`src/hdl/lcmb_pkg.sv`:
```
// ----------------------------------------------------------------------------
// Line clip package
// Constants, microcode format and the microcode program of the clipper.
// ----------------------------------------------------------------------------
package lcmb_pkg;

  localparam int COORD_BITS_DEF = 32;
  localparam int CFG_INDEX_BITS = 8;

  localparam logic [CFG_INDEX_BITS-1:0] REG_LEFT   = 8'd0;
  localparam logic [CFG_INDEX_BITS-1:0] REG_TOP    = 8'd1;
  localparam logic [CFG_INDEX_BITS-1:0] REG_RIGHT  = 8'd2;
  localparam logic [CFG_INDEX_BITS-1:0] REG_BOTTOM = 8'd3;

  // outcode bit positions
  localparam int OC_LEFT   = 0;
  localparam int OC_RIGHT  = 1;
  localparam int OC_TOP    = 2;
  localparam int OC_BOTTOM = 3;
  typedef logic [3:0] outcode_t;

  // bisection iteration cap
  localparam int ITER_BITS = 7;
  localparam logic [ITER_BITS-1:0] ITER_CAP = 7'd100;

  localparam int STEP_BITS = 4;
  typedef logic [STEP_BITS-1:0] step_t;

  localparam step_t ST_IDLE   = 4'd0;
  localparam step_t ST_CODES  = 4'd1;
  localparam step_t ST_PT     = 4'd2;
  localparam step_t ST_XSET   = 4'd3;
  localparam step_t ST_YSET   = 4'd4;
  localparam step_t ST_MIDM   = 4'd5;
  localparam step_t ST_MIDO   = 4'd6;
  localparam step_t ST_STEPM  = 4'd7;
  localparam step_t ST_STEPO  = 4'd8;
  localparam step_t ST_DONE   = 4'd9;
  localparam step_t ST_AXCHK  = 4'd10;
  localparam step_t ST_FAIL   = 4'd11;
  localparam step_t ST_NEXT   = 4'd14;
  localparam step_t ST_FIN    = 4'd15;

  typedef enum logic [3:0] {
    OP_NONE,
    OP_ACCEPT,
    OP_LOAD_X,
    OP_LOAD_Y,
    OP_MID_MAIN,
    OP_MID_OTHER,
    OP_STEP_MAIN,
    OP_STEP_OTHER,
    OP_TAKE,
    OP_NEXT_PT,
    OP_FAIL,
    OP_EMIT
  } op_t;

  typedef enum logic [3:0] {
    C_NEVER,
    C_ALWAYS,
    C_NOT_ACC,
    C_REJECT,
    C_CODE_ZERO,
    C_HAS_LR,
    C_NO_TB,
    C_HIT,
    C_IN_WIN,
    C_AXIS_X,
    C_FIRST_PT,
    C_OUT_BUSY
  } cond_t;

  typedef struct packed {
    op_t   op;
    cond_t cond;
    step_t target;
  } uword_t;

  typedef struct packed {
    logic acc;
    logic reject;
    logic code_zero;
    logic has_lr;
    logic no_tb;
    logic hit;
    logic in_win;
    logic axis_x;
    logic first_pt;
    logic out_busy;
  } flags_t;

  // Jump to target when cond holds, else fall through to the next step.
  function automatic uword_t ucode(step_t s);
    uword_t w;
    case (s)
      ST_IDLE:  w = '{op: OP_ACCEPT,     cond: C_NOT_ACC,   target: ST_IDLE};
      ST_CODES: w = '{op: OP_NONE,       cond: C_REJECT,    target: ST_FAIL};
      ST_PT:    w = '{op: OP_NONE,       cond: C_CODE_ZERO, target: ST_NEXT};
      ST_XSET:  w = '{op: OP_LOAD_X,     cond: C_HAS_LR,    target: ST_MIDM};
      ST_YSET:  w = '{op: OP_LOAD_Y,     cond: C_NO_TB,     target: ST_FAIL};
      ST_MIDM:  w = '{op: OP_MID_MAIN,   cond: C_NEVER,     target: ST_IDLE};
      ST_MIDO:  w = '{op: OP_MID_OTHER,  cond: C_NEVER,     target: ST_IDLE};
      ST_STEPM: w = '{op: OP_STEP_MAIN,  cond: C_HIT,       target: ST_DONE};
      ST_STEPO: w = '{op: OP_STEP_OTHER, cond: C_ALWAYS,    target: ST_STEPM};
      ST_DONE:  w = '{op: OP_TAKE,       cond: C_IN_WIN,    target: ST_NEXT};
      ST_AXCHK: w = '{op: OP_NONE,       cond: C_AXIS_X,    target: ST_YSET};
      ST_FAIL:  w = '{op: OP_FAIL,       cond: C_ALWAYS,    target: ST_FIN};
      ST_NEXT:  w = '{op: OP_NEXT_PT,    cond: C_FIRST_PT,  target: ST_PT};
      // fall through wraps to idle once the result register is free
      ST_FIN:   w = '{op: OP_EMIT,       cond: C_OUT_BUSY,  target: ST_FIN};
      default:  w = '{op: OP_NONE,       cond: C_ALWAYS,    target: ST_IDLE};
    endcase
    return w;
  endfunction

endpackage

```
`src/hdl/lcmb_seq.sv`:
```
// ----------------------------------------------------------------------------
// Line clip sequencer
// Step counter and microcode ROM with conditional jumps on datapath flags.
// ----------------------------------------------------------------------------
module lcmb_seq import lcmb_pkg::*; (
  input  logic   clk,
  input  logic   rst,
  input  flags_t flags,
  output uword_t uw
);

  step_t step;
  step_t step_next;
  logic  take;

  assign uw = ucode(step);

  always_comb begin
    case (uw.cond)
      C_NEVER:     take = 1'b0;
      C_ALWAYS:    take = 1'b1;
      C_NOT_ACC:   take = !flags.acc;
      C_REJECT:    take = flags.reject;
      C_CODE_ZERO: take = flags.code_zero;
      C_HAS_LR:    take = flags.has_lr;
      C_NO_TB:     take = flags.no_tb;
      C_HIT:       take = flags.hit;
      C_IN_WIN:    take = flags.in_win;
      C_AXIS_X:    take = flags.axis_x;
      C_FIRST_PT:  take = flags.first_pt;
      C_OUT_BUSY:  take = flags.out_busy;
      default:     take = 1'b1;
    endcase
    step_next = take ? uw.target : step_t'(step + 1'b1);
  end

  always_ff @(posedge clk) begin
    if (rst) begin
      step <= ST_IDLE;
    end else begin
      step <= step_next;
    end
  end

endmodule

```
`src/hdl/line_clip_midpoint_bisect.sv`:
```
// ----------------------------------------------------------------------------
// Line clip by midpoint bisection
// Clips one segment against a configured window with a microcoded datapath.
// ----------------------------------------------------------------------------
// Usage:
//   Input channel (in_valid/in_stall) carries the two endpoints of a segment.
//   Output channel (out_valid/out_stall) carries visible and the clipped
//   endpoints; an invisible segment comes back unchanged with visible low.
//   Config channel (cfg_valid/cfg_ready, cfg_index, cfg_data) writes the window
//   edges left, top, right, bottom at indexes 0..3; other indexes are dropped.
//   Write the window only while the block is idle. cfg_ready is always high.
//   One segment is worked on at a time; in_stall is low only in the idle step.
//   Each endpoint search runs on one shared adder: a load step, the midpoint
//   steps, then halving steps until the midpoint meets the edge, stops
//   moving or ITER_CAP is reached. A segment needs up to two searches per
//   endpoint outside the window, up to four searches in all. The finished
//   beat sits in the output register; the next segment is taken while it
//   waits, and only the final step holds on out_stall.
//   Reset (rst, synchronous) clears the window to zero and drops any
//   pending beat.
// ----------------------------------------------------------------------------
module line_clip_midpoint_bisect import lcmb_pkg::*; #(
  parameter int COORD_BITS = COORD_BITS_DEF
) (
  input  logic                         clk,
  input  logic                         rst,
  input  logic                         in_valid,
  output logic                         in_stall,
  input  logic signed [COORD_BITS-1:0] start_x,
  input  logic signed [COORD_BITS-1:0] start_y,
  input  logic signed [COORD_BITS-1:0] end_x,
  input  logic signed [COORD_BITS-1:0] end_y,
  output logic                         out_valid,
  input  logic                         out_stall,
  output logic                         visible,
  output logic signed [COORD_BITS-1:0] clipped_start_x,
  output logic signed [COORD_BITS-1:0] clipped_start_y,
  output logic signed [COORD_BITS-1:0] clipped_end_x,
  output logic signed [COORD_BITS-1:0] clipped_end_y,
  input  logic                         cfg_valid,
  output logic                         cfg_ready,
  input  logic [CFG_INDEX_BITS-1:0]    cfg_index,
  input  logic [COORD_BITS-1:0]        cfg_data
);

  localparam int W = COORD_BITS;
  localparam logic [W-1:0] SIGN = {1'b1, {(W-1){1'b0}}};

  uword_t uw;
  flags_t flags;

  logic signed [W-1:0] win_l, win_t, win_r, win_b;
  logic signed [W-1:0] sx1, sy1, sx2, sy2;
  logic [W-1:0] gl, gt_e, gr, gb;
  logic [W-1:0] gx1, gy1, gx2, gy2;
  logic [W-1:0] px, py, qx, qy;
  outcode_t c1, c2, code_p;

  logic [W-1:0] lo, hi, lo_o, hi_o, m, mo, edge_c;
  logic [W-1:0] tx1, ty1, tx2, ty2;
  logic [ITER_BITS-1:0] n;
  logic dir, axis_y, pt, vis;

  logic [W-1:0] add_a, add_b, half;
  logic [W:0]   sum;
  logic         m_gt, in_win, out_busy;

  lcmb_seq u_seq (
    .clk   (clk),
    .rst   (rst),
    .flags (flags),
    .uw    (uw)
  );

  assign in_stall  = rst || (uw.op != OP_ACCEPT);
  assign cfg_ready = 1'b1;
  assign out_busy  = out_valid && out_stall;

  // offset binary, so the search compares unsigned
  assign gl   = win_l ^ SIGN;
  assign gt_e = win_t ^ SIGN;
  assign gr   = win_r ^ SIGN;
  assign gb   = win_b ^ SIGN;
  assign gx1  = sx1 ^ SIGN;
  assign gy1  = sy1 ^ SIGN;
  assign gx2  = sx2 ^ SIGN;
  assign gy2  = sy2 ^ SIGN;

  always_comb begin
    c1[OC_LEFT]   = sx1 < win_l;
    c1[OC_RIGHT]  = !c1[OC_LEFT] && (sx1 > win_r);
    c1[OC_TOP]    = sy1 < win_t;
    c1[OC_BOTTOM] = !c1[OC_TOP] && (sy1 > win_b);
    c2[OC_LEFT]   = sx2 < win_l;
    c2[OC_RIGHT]  = !c2[OC_LEFT] && (sx2 > win_r);
    c2[OC_TOP]    = sy2 < win_t;
    c2[OC_BOTTOM] = !c2[OC_TOP] && (sy2 > win_b);
  end

  assign px     = pt ? gx2 : gx1;
  assign py     = pt ? gy2 : gy1;
  assign qx     = pt ? gx1 : gx2;
  assign qy     = pt ? gy1 : gy2;
  assign code_p = pt ? c2 : c1;

  // shared adder: every midpoint is the floor of the widened sum halved
  assign m_gt = m > edge_c;

  always_comb begin
    case (uw.op)
      OP_MID_MAIN: begin
        add_a = lo;
        add_b = hi;
      end
      OP_MID_OTHER: begin
        add_a = lo_o;
        add_b = hi_o;
      end
      OP_STEP_MAIN: begin
        add_a = m;
        add_b = m_gt ? lo : hi;
      end
      OP_STEP_OTHER: begin
        add_a = mo;
        add_b = dir ? lo_o : hi_o;
      end
      default: begin
        add_a = m;
        add_b = mo;
      end
    endcase
    sum  = {1'b0, add_a} + {1'b0, add_b};
    half = sum[W:1];
  end

  assign in_win = axis_y ? ((mo >= gl) && (mo <= gr)) : ((mo >= gt_e) && (mo <= gb));

  always_comb begin
    flags.acc       = in_valid && !in_stall;
    flags.reject    = (c1 & c2) != '0;
    flags.code_zero = code_p == '0;
    flags.has_lr    = code_p[OC_LEFT] || code_p[OC_RIGHT];
    flags.no_tb     = !(code_p[OC_TOP] || code_p[OC_BOTTOM]);
    flags.hit       = (m == edge_c) || (n == ITER_CAP) || (half == m);
    flags.in_win    = in_win;
    flags.axis_x    = !axis_y;
    flags.first_pt  = !pt;
    flags.out_busy  = out_busy;
  end

  always_ff @(posedge clk) begin
    if (rst) begin
      win_l <= '0;
      win_t <= '0;
      win_r <= '0;
      win_b <= '0;
    end else if (cfg_valid && cfg_ready) begin
      case (cfg_index)
        REG_LEFT:   win_l <= cfg_data;
        REG_TOP:    win_t <= cfg_data;
        REG_RIGHT:  win_r <= cfg_data;
        REG_BOTTOM: win_b <= cfg_data;
        default:    ;
      endcase
    end
  end

  always_ff @(posedge clk) begin
    case (uw.op)
      OP_ACCEPT: begin
        if (flags.acc) begin
          sx1 <= start_x;
          sy1 <= start_y;
          sx2 <= end_x;
          sy2 <= end_y;
          tx1 <= start_x ^ SIGN;
          ty1 <= start_y ^ SIGN;
          tx2 <= end_x ^ SIGN;
          ty2 <= end_y ^ SIGN;
          vis <= 1'b1;
          pt  <= 1'b0;
        end
      end
      OP_LOAD_X: begin
        axis_y <= 1'b0;
        if (code_p[OC_LEFT]) begin
          lo <= px; lo_o <= py; hi <= qx; hi_o <= qy; edge_c <= gl;
        end else begin
          lo <= qx; lo_o <= qy; hi <= px; hi_o <= py; edge_c <= gr;
        end
      end
      OP_LOAD_Y: begin
        axis_y <= 1'b1;
        if (code_p[OC_TOP]) begin
          lo <= py; lo_o <= px; hi <= qy; hi_o <= qx; edge_c <= gt_e;
        end else begin
          lo <= qy; lo_o <= qx; hi <= py; hi_o <= px; edge_c <= gb;
        end
      end
      OP_MID_MAIN: begin
        m <= half;
        n <= '0;
      end
      OP_MID_OTHER: begin
        mo <= half;
      end
      OP_STEP_MAIN: begin
        // move the end on the midpoint's side of the edge to the midpoint
        if (m_gt) begin
          hi <= m;
        end else begin
          lo <= m;
        end
        m   <= half;
        dir <= m_gt;
      end
      OP_STEP_OTHER: begin
        if (dir) begin
          hi_o <= mo;
        end else begin
          lo_o <= mo;
        end
        mo <= half;
        n  <= n + 1'b1;
      end
      OP_TAKE: begin
        if (in_win) begin
          if (pt) begin
            tx2 <= axis_y ? mo : edge_c;
            ty2 <= axis_y ? edge_c : mo;
          end else begin
            tx1 <= axis_y ? mo : edge_c;
            ty1 <= axis_y ? edge_c : mo;
          end
        end
      end
      OP_NEXT_PT: begin
        pt <= 1'b1;
      end
      OP_FAIL: begin
        vis <= 1'b0;
      end
      default: ;
    endcase
  end

  always_ff @(posedge clk) begin
    if (rst) begin
      out_valid <= 1'b0;
    end else if (uw.op == OP_EMIT && !out_busy) begin
      out_valid <= 1'b1;
    end else if (out_valid && !out_stall) begin
      out_valid <= 1'b0;
    end
  end

  // drop the bias on the way out; an invisible segment returns its input
  always_ff @(posedge clk) begin
    if (uw.op == OP_EMIT && !out_busy) begin
      visible         <= vis;
      clipped_start_x <= vis ? (tx1 ^ SIGN) : sx1;
      clipped_start_y <= vis ? (ty1 ^ SIGN) : sy1;
      clipped_end_x   <= vis ? (tx2 ^ SIGN) : sx2;
      clipped_end_y   <= vis ? (ty2 ^ SIGN) : sy2;
    end
  end

endmodule

```
`config.mk`:
```
export PLATFORM = sky130hd
export DESIGN_NAME = line_clip_midpoint_bisect
export DESIGN_NICKNAME = d
export VERILOG_FILES = /design/src/hdl/lcmb_pkg.sv /design/src/hdl/lcmb_seq.sv /design/src/hdl/line_clip_midpoint_bisect.sv
export SDC_FILE = /design/constraint.sdc
export NUM_CORES = 2
export LEC_CHECK = 0
export BUFFER_PORTS_ARGS = -buffer_cell sky130_fd_sc_hd__buf_2
export CORE_MARGIN = 2
export CORE_UTILIZATION = 40
export CTS_CLUSTER_SIZE = 30
export DETAILED_ROUTE_END_ITERATION = 10
export PLACE_DENSITY = 0.58
export SKIP_LAST_GASP = 1
export SLEW_MARGIN = 20
export SYNTH_ARGS = -nofsm -noshare
export SYNTH_HDL_FRONTEND = slang
export SYNTH_SLANG_ARGS = --single-unit
```
`constraint.sdc`:
```
create_clock -name clk -period 11.9 [get_ports clk]
set_input_delay 1.19 -clock clk [delete_from_list [all_inputs] [get_ports clk]]
set_output_delay 1.19 -clock clk [all_outputs]
set_load 0.005 [all_outputs]
```
# Word level (Yosys, flattened, before mapping)
# Memories as Yosys holds them, arrays and structs flattened. A register that Yosys moved wholly into a read port is not among the register bits.
# Cells that the tools add are included.
[totals]
regBits = 753
mem_bits_ro = 192
inputBits = 173
output_inout_bits = 132
word_cells = 216
mem_count = 1
[memory_table]
columns = ["memory", "depth", "width", "read_ports", "rd_clocked_by_memory_dff", "write_ports", "line", "text"]
rows = [
  ["(no name shown)", 16, 12, 1, 1, 0, "lcmb_pkg.sv:96", "case (s)"],
]
[op_classes]
addsub = 3
order_cmp = 13
eq_ne = 36
mux = 62
bitwise_logic = 17
reduce_logical = 53
[op_table]
columns = ["op", "n"]
rows = [
  ["$mux 32", 38],
  ["$pmux 32 s3", 5],
  ["$pmux 32 s2", 5],
  ["$gt 32x32->1", 5],
  ["$lt 32x32->1", 4],
  ["$pmux 32 s4", 1],
  ["$eq 32x32->1", 2],
  ["$ge 32x32->1", 2],
  ["$le 32x32->1", 2],
  ["$add 32x32->33", 1],
  ["$eq 4x3->1 const B", 8],
  ["$eq 4x4->1 const B", 8],
  ["$reduce_and 2->1", 11],
  ["$eq 4x2->1 const B", 4],
  ["$eq 8x2->1 const B", 2],
  ["$not 1->1", 16],
  ["$ne 2x2->1 const B", 7],
  ["$pmux 7 s2", 1],
  ["$mux 4", 3],
  ["$reduce_bool 2->1", 6],
  ["$logic_not 1->1", 11],
  ["$pmux 1 s11", 1],
  ["$logic_and 1x1->1", 10],
  ["$eq 8x1->1 const B", 1],
  ["other kinds (16)", 30],
]

# Logic depth before layout (Yosys ltp)
[logic_depth]
ltp_word = 9
depth_mapped = 36
ltp_nobuf = 34

# By module
# A second synthesis with hierarchy kept.
[unflattened]
cells_unflattened = 4995
hier_area_um2 = 50855.0
[modules_own_cells]
columns = ["mod", "instances", "cells_each", "area_per_inst_um2", "seq_area_each_um2"]
rows = [
  ["line_clip_midpoint_bisect", 1, 4884, 49830.3, 21200.3],
  ["lcmb_seq", 1, 111, 1024.7, 320.3],
]

# Worst setup path before layout
# OpenSTA, ideal clock, no wires.
[synth_path]
path_kind = "in2reg"
start = "input out_stall"
end = "register clipped_end_x[0] (enable)"
setup_time_ns = 0.809
arrival_time_ns = 10.611
required_time_ns = 11.091
setup_slack_ns = 0.480
cell_stages = 1
n_path_buf = 0
cell_sequence = "a211oi_1"
[synth_between]
elab_chain_len = 3
[synth_rtl]
columns = ["item", "line", "text"]
rows = [
  ["from (decl)", "line_clip_midpoint_bisect.sv:34", "input logic out_stall,"],
  ["$logic_and 1x1->1", "line_clip_midpoint_bisect.sv:77", "assign out_busy = out_valid && out_stall;"],
  ["$logic_not 1->1", "line_clip_midpoint_bisect.sv:259", "if (uw.op == OP_EMIT && !out_busy) begin"],
  ["$logic_and 1x1->1", "line_clip_midpoint_bisect.sv:259", ""],
  ["to (signal assigned)", "line_clip_midpoint_bisect.sv:263", "clipped_end_x <= vis ? (tx2 ^ SIGN) : sx2;"],
  ["to (decl)", "line_clip_midpoint_bisect.sv:38", "output logic signed [COORD_BITS-1:0] clipped_end_x,"],
]
# No other way between the ends.
# A chain may end at the register's enable or synchronous reset.

# Worst setup path after layout
[layout_path]
start = "register m[23]"
end = "register u_seq.uw[3] (netlist name)"
[layout_between]
elab_chain_len = 9
elab_cells_between_ends = 12
classes_between = "add/sub (1); order compare (1); eq/ne (2); mux (6); reduce/logical (2)"
[layout_rtl]
columns = ["item", "line", "text"]
rows = [
  ["from (decl)", "line_clip_midpoint_bisect.sv:59", "logic [W-1:0] lo, hi, lo_o, hi_o, m, mo, edge_c;"],
  ["from (signal assigned)", "line_clip_midpoint_bisect.sv:201", "m <= half;"],
  ["from (signal assigned)", "line_clip_midpoint_bisect.sv:214", "m <= half;"],
  ["$gt 32x32->1", "line_clip_midpoint_bisect.sv:107", "assign m_gt = m > edge_c;"],
  ["named net m_gt", "line_clip_midpoint_bisect.sv:66", "logic m_gt, in_win, out_busy;"],
  ["$mux 32", "line_clip_midpoint_bisect.sv:121", "add_b = m_gt ? lo : hi;"],
  ["$pmux 32 s4", "line_clip_midpoint_bisect.sv:110", "case (uw.op)"],
  ["$add 32x32->33", "line_clip_midpoint_bisect.sv:132", "sum = {1'b0, add_a} + {1'b0, add_b};"],
  ["named net sum[14]", "line_clip_midpoint_bisect.sv:65", "logic [W:0] sum;"],
  ["$eq 32x32->1", "line_clip_midpoint_bisect.sv:144", "flags.hit = (m == edge_c) || (n == ITER_CAP) || (half == m);"],
  ["$logic_or 1x1->1", "line_clip_midpoint_bisect.sv:144", ""],
  ["$pmux 1 s11", "lcmb_seq.sv:19", "case (uw.cond)"],
  ["$mux 4", "lcmb_seq.sv:34", "step_next = take ? uw.target : step_t'(step + 1'b1);"],
  ["$mux 4 (no source line)", "-", ""],
]
# The timed path passes the listed nets, and every way through them passes these cells.

==> reports/metrics.csv <==
metric,value,unit
fin_hold_ws,0.450,ns
min_path_type,reg -> reg,
area.growth.synth_to_final,12.9,%
power.ir.vdd_worst,166,uV
syn_area_per_cell,9.81,um2
achievable_clock_frequency,98.8,MHz
timing.critical_path.fanout_max,13,
drt-vias-per-instance,6.06,
cts_buffers,89,
drtAntennaViolNets,0,
cts-resized-gates,0,
final_cell_mix,"sky130_fd_sc_hd__nand2_1, sky130_fd_sc_hd__a21oi_1, sky130_fd_sc_hd__edfxtp_1, sky130_fd_sc_hd__ha_1, sky130_fd_sc_hd__buf_2",
initial_core_util,40.2,%
drt_iter0_drc,5048,
synth-simple-area-share,12.2,%
setup_viol,0,
finish.net_count,5708,
cts_tree,built,
placed_cell_area,0.0512,mm2
cp-end-kind,register,
timing.setup.critical_path_class,reg -> reg,
layout.filler_cells,11400,
synth.yosys.seq_area_share,44.8,%
gr-total-overflow,0,
slew-limit-headroom,19.4,%
main_combinational_cell_family_by_area_after_synthesis,compound AO/OA/AOI/OAI gates,
slew_viol_final,0,
cts_sinks,765,
detailed_place_hpwl,138000,um
die_h,350,um
worst-endpoint-arrival,10.68,ns
worst_path_largest_cell_delay,0.91,ns
slowest_stage,sky130_fd_sc_hd__o41ai_1,
ioPinCount,305,
multi_input_comb_area,0.0249,mm2
switching_share,42.7,%
asyncSetResetFlopFracSynth,0,%
p_int,7.57,mW
grt_start_max_net_pins,136,
path_common_cell,sky130_fd_sc_hd__inv_1,
synth.yosys.warnings,0,
max-clock-path-buffers,3,
xor_xnor_fraction_of_synth_area,1.37,%
finalCritPeriodShare,85.0,%
timing.reg2reg.setup_slack,1.78,ns
die_area,0.123,mm2
syn_area,0.0480,mm2
synth_edf_count,620,
mostFrequentLayoutCell,sky130_fd_sc_hd__nand2_1,
p_switching,5.65,mW
max_slew.worst_pin.slew,1.20,ns
port-buffer-count,303,
placement.setup.worst_slack,2.04,ns
syn_nets,5518,
share_of_total_power_in_the_clock_network,21.4,%
place.gp.congestion,0.975,
final_cell_area,0.0542,mm2
cts_hold_repair.buffers,0,
final_core_utilization,45.3,%
post_synth_inst_count,4893,
die_width,350,um
grt_antenna_before_repair,13,
max-cap-violations,0,
critPathLaunchType,register,
route.detailed.drc,0,
postLayoutSetupSlackWorst,1.78,ns
area_of_the_core,0.119,mm2
detailroute.via_count,41000,
power_frac_seq,34.7,%
comb_power_share,44.0,%
final-seq-area,0.0215,mm2
proportion_of_synthesized_area_in_mux_cells,7.06,%
unrepaired_setup_endpoints_after_global_routing,false,
grt_first_pass_wirelength,270000,um
ys_ff_latch,765,
power_per_cell_area,244,mW/mm2
post-cts-setup-buffers,0,
clock-skew-final,0.0524,ns
ys.flop_type,sky130_fd_sc_hd__edfxtp_1,
synthesized_area_fraction_occupied_by_ao_oa_aoi_and_oai_cells,19.0,%
synth_adder_area_share,11.8,%
outcome,"complete, no violations",
detail_route.first_pass.iterations,7,
placementRows,127,
finalHoldViolCount,0,
drive_gt1_share,14.1,%
grt_pass1_vias,39000,
yosysUniqueCellTypes,99,
final_period_minus_worst_setup_slack,10.12,ns
clk_pin_slew,0.07,ns
htree_levels,3,
cts-root-buf,sky130_fd_sc_hd__clkbuf_16,
routed_wirelength,190000,um
cp.required,12.47,ns
drt-wirelength-per-cell,28.0,um
leakagePower,20.1,nW
setup_tns,0,ns
grt_usage,30.2,%
clock_insertion_delay_worst_skew,0.71,ns
-- layout make-up --
| type | instances | area share, % |
|---|---|---|
| Clock inverter | 60 | 1.16 |
| Tap cell | 1612 | 3.72 |
| Timing Repair Buffer | 368 | 3.77 |
| Sequential cell | 765 | 39.7 |
| Antenna cell | 1 | 0.00462 |
| Inverter | 199 | 1.39 |
| Multi-Input combinational cell | 3660 | 46.0 |
| Clock buffer | 101 | 4.27 |
-- cell families (layout without fill, tap and decap cells) --
logic type | count (synthesis) | after routing
flip-flops | 765 | 765
other | 1 | 2
adder cells (fa/ha/maj) | 452 | 452
AO/OA/AOI/OAI | 1489 | 1489
XOR/XNOR | 62 | 62
multiplexers | 319 | 319
AND/OR/NAND/NOR | 1337 | 1337
buffers and inverters | 468 | 728
-- critical path: cells and delay by family (launching register included) --
kind / cells / cell delay (ns)
fa+ha+maj: 3 / 1.11
compound gates: 11 / 3.29
simple gates: 10 / 3.33
flops: 1 / 0.56
mux: 2 / 0.48
buf+inv: 5 / 0.73
xor+xnor: 2 / 0.47
-- cells in the mapped netlist, types with 45 or more instances --
master,number,area share (%)
sky130_fd_sc_hd__edfxtp_1,620,39
sky130_fd_sc_hd__dfxtp_1,145,6.0
sky130_fd_sc_hd__o211ai_1,45,0.70
sky130_fd_sc_hd__a21oi_1,655,6.8
sky130_fd_sc_hd__a211oi_1,52,0.81
sky130_fd_sc_hd__nand2_1,737,5.8
sky130_fd_sc_hd__o21a_1,148,2.3
sky130_fd_sc_hd__mux2_2,151,3.5
sky130_fd_sc_hd__o21ai_0,257,2.7
sky130_fd_sc_hd__ha_1,451,12
sky130_fd_sc_hd__clkbuf_1,247,1.9
sky130_fd_sc_hd__nor2_1,272,2.1
sky130_fd_sc_hd__inv_1,198,1.5
sky130_fd_sc_hd__mux2i_1,166,3.5
sky130_fd_sc_hd__a21o_1,107,1.7
sky130_fd_sc_hd__nand4_1,92,1.2
-- power groups by stage --
| stage | clock network, mW | logic (mW) | registers (mW) |
|---|---|---|---|
| floorplan | 0 | 3.82 | 4.28 |
| global placement | 0 | 5.64 | 4.58 |
| detailed placement | 0 | 5.65 | 4.59 |
| CTS | 2.86 | 5.70 | 4.54 |
| global route | 2.96 | 6.25 | 4.61 |
| finish | 2.82 | 5.81 | 4.58 |
-- stage by stage --
| stage | std cells | total power, mW |
|---|---|---|
| global route | 6765 | 13.8 |
| detailed placement | 6604 | 10.2 |
| global placement | 6604 | 10.2 |
| floorplan | 4893 | 8.10 |
| CTS | 6765 | 13.1 |
| finish | 6766 | 13.2 |
-- final timing paths --
| check | from | endpoint | cells after the start |
|---|---|---|---|
| max | m[23] | u_seq.uw[3] | 33 |
| min | win_l[20] | win_l[20] | 2 |
| max reg2reg | m[23] | u_seq.uw[3] | 33 |
| min reg2reg | win_l[20] | win_l[20] | 2 |
-- per-layer routing --
| metal | share of wire [%] | GRT usage, % | up-vias | routed length (um) |
|---|---|---|---|---|
| met2 | 43 | 45.0 | 2132 | 81000 |
| met5 | 0.024 | 0 | - | 45 |
| li1 | - | - | 18500 | - |
| met3 | 10 | 6.80 | 351 | 19800 |
| met4 | 4.2 | 12.1 | 6 | 8040 |
| met1 | 43 | 42.4 | 20000 | 80700 |
Power figures use the tool's default switching activity.
